File: config.mk
export PLATFORM = sky130hd
export DESIGN_NAME = hfdl_interp
export DESIGN_NICKNAME = d
export VERILOG_FILES = /design/src/design/hfdl_pkg.sv /design/src/design/hfdl_interp.sv
export SDC_FILE = /design/constraint.sdc
export NUM_CORES = 2
export LEC_CHECK = 0
export BUFFER_PORTS_ARGS = -buffer_cell sky130_fd_sc_hd__buf_2
export CORE_ASPECT_RATIO = 0.75
export CORE_MARGIN = 4
export CORE_UTILIZATION = 55
export CTS_CLUSTER_SIZE = 28
export DETAILED_ROUTE_END_ITERATION = 6
export GPL_TIMING_DRIVEN = 0
export PLACE_DENSITY = 0.68
export SLEW_MARGIN = 20
export SYNTH_ARGS = -nofsm -noshare
export SYNTH_HDL_FRONTEND = slang
export SYNTH_SLANG_ARGS = --single-unit
File: constraint.sdc
create_clock -name clk -period 12.8 [get_ports clk]
set_input_delay 1.92 -clock clk [delete_from_list [all_inputs] [get_ports clk]]
set_output_delay 1.92 -clock clk [all_outputs]
set_load 0.005 [all_outputs]
File: src/design/hfdl_pkg.sv
// hfdl_pkg: shared widths, constants and types of the fractional delay line
// no dependencies; used by the interfaces, the interpolator and the top level
`timescale 1ns / 1ps

package hfdl_pkg;

    localparam int SAMPLE_W = 24;
    localparam int DELAY_W  = 28;
    localparam int FRAC_W   = 16;
    localparam int COEF_W   = 28;
    localparam int OPND_W   = 30;
    localparam int ACC_W    = 48;

    localparam logic signed [ACC_W-1:0] ROUND_HALF = ACC_W'(32768);
    localparam logic signed [ACC_W-1:0] ROUND_OUT  = ACC_W'(65536);
    localparam logic signed [ACC_W-1:0] SAT_HI     = ACC_W'(8388607);
    localparam logic signed [ACC_W-1:0] SAT_LO     = -ACC_W'(8388608);

    typedef enum logic [3:0] {
        ST_CLEAR,
        ST_IDLE,
        ST_ADDR,
        ST_RD0,
        ST_RD1,
        ST_RD2,
        ST_RD3,
        ST_WAIT,
        ST_COEF,
        ST_MUL3,
        ST_MUL2,
        ST_MUL1,
        ST_DONE
    } state_t;

    typedef enum logic [1:0] {
        MS_C3,
        MS_A,
        MS_B
    } mstep_t;

    typedef struct packed {
        logic       y_load;
        logic [1:0] y_sel;
        logic       coef_load;
        logic       mul_en;
        mstep_t     step;
    } interp_ctrl_t;

endpackage

File: src/design/hfdl_interp.sv
// hfdl_interp: hermite coefficient build and horner evaluation on one shared multiplier
// depends on hfdl_pkg; sequenced by the top level through interp_ctrl_t
`timescale 1ns / 1ps

module hfdl_interp
(
    input  logic                                 clk,
    input  hfdl_pkg::interp_ctrl_t               ctrl,
    input  logic        [hfdl_pkg::FRAC_W-1:0]   t,
    input  logic signed [hfdl_pkg::SAMPLE_W-1:0] y_in,
    output logic signed [hfdl_pkg::SAMPLE_W-1:0] sample
);

    localparam int SW = hfdl_pkg::SAMPLE_W;
    localparam int CW = hfdl_pkg::COEF_W;
    localparam int OW = hfdl_pkg::OPND_W;
    localparam int AW = hfdl_pkg::ACC_W;
    localparam int FW = hfdl_pkg::FRAC_W;

    logic signed [SW-1:0] y_reg [4];
    logic signed [CW-1:0] c3_reg;
    logic signed [CW-1:0] c2_reg;
    logic signed [CW-1:0] c1_reg;
    logic signed [CW-1:0] c0_reg;
    logic signed [AW-1:0] prod_reg;

    logic signed [CW-1:0] y0e;
    logic signed [CW-1:0] y1e;
    logic signed [CW-1:0] y2e;
    logic signed [CW-1:0] y3e;
    logic signed [CW-1:0] d12;
    logic signed [CW-1:0] c3_next;
    logic signed [CW-1:0] c2_next;
    logic signed [CW-1:0] c1_next;
    logic signed [CW-1:0] c0_next;

    logic signed [AW-1:0] sum_a;
    logic signed [AW-1:0] sum_b;
    logic signed [AW-1:0] sum_r;
    logic signed [AW-1:0] a_full;
    logic signed [AW-1:0] b_full;
    logic signed [AW-1:0] r_full;
    logic signed [OW-1:0] m_op;
    logic signed [FW:0]   t_s;
    logic signed [AW-1:0] prod_next;

    // twice-scale catmull-rom coefficients
    always_comb
    begin
        y0e     = CW'(y_reg[0]);
        y1e     = CW'(y_reg[1]);
        y2e     = CW'(y_reg[2]);
        y3e     = CW'(y_reg[3]);
        d12     = y1e - y2e;
        c3_next = (y3e - y0e) + (d12 <<< 1) + d12;
        c2_next = (y0e <<< 1) - ((y1e <<< 2) + y1e) + (y2e <<< 2) - y3e;
        c1_next = y2e - y0e;
        c0_next = y1e <<< 1;
    end

    // horner steps, each rounding to nearest with ties upward
    always_comb
    begin
        sum_a  = prod_reg + (AW'(c2_reg) <<< FW) + hfdl_pkg::ROUND_HALF;
        a_full = sum_a >>> FW;
        sum_b  = prod_reg + (AW'(c1_reg) <<< FW) + hfdl_pkg::ROUND_HALF;
        b_full = sum_b >>> FW;
        sum_r  = prod_reg + (AW'(c0_reg) <<< FW) + hfdl_pkg::ROUND_OUT;
        r_full = sum_r >>> (FW + 1);
        t_s    = $signed({1'b0, t});
        case (ctrl.step)
            hfdl_pkg::MS_C3: m_op = OW'(c3_reg);
            hfdl_pkg::MS_A:  m_op = a_full[OW-1:0];
            hfdl_pkg::MS_B:  m_op = b_full[OW-1:0];
            default:         m_op = '0;
        endcase
        prod_next = m_op * t_s;
    end

    always_comb
    begin
        if (r_full > hfdl_pkg::SAT_HI)
        begin
            sample = hfdl_pkg::SAT_HI[SW-1:0];
        end
        else if (r_full < hfdl_pkg::SAT_LO)
        begin
            sample = hfdl_pkg::SAT_LO[SW-1:0];
        end
        else
        begin
            sample = r_full[SW-1:0];
        end
    end

    always_ff @(posedge clk)
    begin
        if (ctrl.y_load)
        begin
            y_reg[ctrl.y_sel] <= y_in;
        end
        if (ctrl.coef_load)
        begin
            c3_reg <= c3_next;
            c2_reg <= c2_next;
            c1_reg <= c1_next;
            c0_reg <= c0_next;
        end
        if (ctrl.mul_en)
        begin
            prod_reg <= prod_next;
        end
    end

endmodule

==> flow_summary_export.csv <==
group,metric,value,unit
drt,first_pass_iters,6,
drt,maxUsedRoutingLayer,"met4",
critical_path,timing_worst_setup_path_type,"in -> reg",
yosys,synth_seq_cells,233,
yosys,syn_nets,4644,
sta,finalHoldViolCount,0,
yosys,ys_warn_count,0,
floorplanning,die_w,305,microns
critical_path,rr_worst_depth,32,
yosys,syn_avg_cell_area,9.86,sq um
clocking,cts_num_sinks,233,
cells_and_area,final_area,38800,sq um
critical_path,worst-path-max-fanout,10,
place,pre_cts_slack,416,ps
drt,drtIter0Drc,2573,
yosys,synthDistinctLibCells,83,
place,hpwl,82500,microns
cells_and_area,drive_gt1_frac,0.0458,
sta,finClkSkew,25.4,ps
grt,grt-ovfl-total,0,
drt,wl_met3,9070,microns
clocking,hold_buffers,0,
floorplanning,fp.coreArea,65500,sq um
sta,finalWorstSetupSlack,756,ps
place,io_buffers,71,
place,place_congestion,0.992,
place,placed_cell_area,38100,sq um
floorplanning,die_area,70600,sq um
drt,detail-route-antenna-nets,0,
drt,met1_length,44900,microns
floorplanning,die_y,231,microns
sta,drv_slew,0,
cells_and_area,largest_register_ffs,96,
grt,grt_max_degree,82,
cells_and_area,nNetsFinal,4747,
sta,setup_viol,0,
hold_path,hold_path_class,"reg -> reg",
clocking,clk_latency,540,ps
critical_path,r2r_start,"prod_reg[16]",
clocking,cts_buffers,23,
clocking,clockBufferDepth,3,
sta,max_freq,83.0,MHz
clocking,root_buffer,"clkbuf_16",
drt,wl,97100,microns
critical_path,r2r-end,"prod_reg[46]",
clocking,clk_pin_slew,70,ps
grt,grt_pass1_wl,153000,microns
job,cap_violations,0,
hold_path,holdPathEnd,"c0_reg[1]",
yosys,synth_enable_flop_cells,233,
drt,drc,0,
status,status,"finished clean",
cells_and_area,area_delta_synth_final,6.42,%
floorplanning,pin_count,72,
sta,fin_crit,12040,ps
grt,antenna_found_initial,3,
hold_path,hold_start,"y_reg[1][0]",
critical_path,worstPathRequired,13080,ps
sta,period_share,0.941,
drt,wl_met2,41400,microns
clocking,cts_tree,"done",
clocking,cts_resized,0,
clocking,ctsHtreeMaxLevel,1,
floorplanning,fp-row-count,81,
sta,grt_setup_unrepaired,"no",
clocking,cts_setup_buffers,0,
place,dp_cells,4651,
yosys,syn_area,36500,sq um
grt,grt_pass1_vias,25800,
floorplanning,start_util,0.557,
cells_and_area,fin_cells,4701,
hold_path,holdPathStages,0,
sta,fin_tns_setup,0,ps
drt,vias,26500,
yosys,synthCells,3702,
drt,via_per_inst,5.63,
critical_path,startpoint_type,"primary input",
critical_path,cp-end-kind,"register",
critical_path,rrSetupSlack,1330,ps
yosys,yosysSeqAreaShare,0.192,
grt,grt.total_usage,0.279,
yosys,async_flop_share,0,
drt,routedWlPerCell,20.7,microns
sta,tightest_slew,1160,ps
sta,slew_headroom,0.220,
yosys,synth_flop_cell,"edfxtp_1",
critical_path,cp_data_arrival_time,12320,ps
area by class of cell:
class / instances / area [sq um]
Antenna cell: 9 / 22.5
Buffer: 111 / 470
Clock buffer: 27 / 591
Clock inverter: 14 / 154
Fill cell: 5770 / 26600
Inverter: 718 / 2700
Multi-Input combinational cell: 2640 / 26300
Sequential cell: 233 / 7000
Tap cell: 871 / 1090
Timing Repair Buffer: 78 / 463
worst max-delay path: stages:
cell and delay [ps]:
buf_2 130, clkbuf_1 430, clkbuf_1 800, buf_2 540
mux2i_1 160, o22ai_1 850, clkbuf_1 560, nand2_1 150
fa_1 550, fa_1 440, fa_1 510, inv_1 50
fa_1 480, fa_1 560, inv_1 70, fa_1 540
inv_1 40, ha_1 330, a21oi_1 180, o211ai_1 110
a211oi_1 640, a21oi_1 370, o31ai_1 680, o311a_1 360
o21ai_0 240, a211o_1 340, a21oi_1 180, xnor2_1 90
placed cells by master (no fill, tap or decap), types with 82 or more instances in the layout:
master / n
o21ai_0: 94
a21oi_1: 144
nand2_1: 322
ha_1: 306
and2_1: 237
clkbuf_1: 100
nor2_1: 99
a21o_1: 82
fa_1: 588
xnor2_1: 128
edfxtp_1: 233
inv_1: 718
metrics by stage:
stage / hold WS, ps / util
6_report: 475 / 0.593
3_3_place_gp: 458 / 0.579
3_5_place_dp: 441 / 0.581
5_1_grt: 491 / 0.593
4_1_cts: 473 / 0.593
2_1_floorplan: 426 / -
cells by family (layout without fill, tap and decap cells):
family / after synthesis / after routing / synth area share
AO/OA/AOI/OAI: 586 / 586 / 0.109
XOR/XNOR: 202 / 202 / 0.0485
adder cells (fa/ha/maj): 894 / 894 / 0.428
buffers and inverters: 829 / 948 / 0.0868
flip-flops: 233 / 233 / 0.192
multiplexers: 32 / 32 / 0.00878
other: 0 / 9 / 0
AND/OR/NAND/NOR: 926 / 926 / 0.128
how the worst max path moves through the flow:
stage	from	end	slack (ps)	depth (start not counted)
6_report	ctrl[0]	prod_reg[46]	760	28
4_1_cts	ctrl[0]	prod_reg[46]	960	28
3_3_place_gp	ctrl[0]	prod_reg[46]	520	29
5_1_grt	ctrl[0]	prod_reg[46]	280	28
3_5_place_dp	ctrl[0]	prod_reg[46]	420	28
2_1_floorplan	ctrl[0]	prod_reg[46]	3270	27
synthesized netlist by cell type (11+ instances only):
master / instances / area (sq um)
nand2_1: 322 / 1210
inv_1: 718 / 2700
o22ai_1: 17 / 106
fa_1: 588 / 11800
o21ai_0: 95 / 475
and2_1: 237 / 1480
a21oi_1: 144 / 721
nand4_1: 33 / 206
nand2b_1: 33 / 206
nor2b_1: 45 / 282
nand3_1: 59 / 295
o21ai_2: 19 / 166
edfxtp_1: 233 / 7000
xnor2_1: 128 / 1120
nor2_1: 100 / 375
a21o_1: 82 / 616
o211ai_1: 25 / 188
clkbuf_1: 96 / 360
nor3_1: 33 / 165
o21a_1: 30 / 225
o31ai_1: 11 / 82.6
mux2i_1: 32 / 320
o21bai_1: 20 / 150
or3_1: 12 / 75.1
xor2_1: 74 / 648
a211oi_1: 20 / 150
ha_1: 306 / 3830
a31oi_1: 30 / 188
and3_1: 18 / 113
per-layer routing:
layer,vias to the layer above,GRT usage
li1,12200,-
met1,13100,0.434
met4,0,0.0444
met3,109,0.0587
met5,-,0
met2,1040,0.412
Power is left out: the tool's default activity adds up to more than one toggle a clock period on the data nets, which glitch-free logic cannot reach.
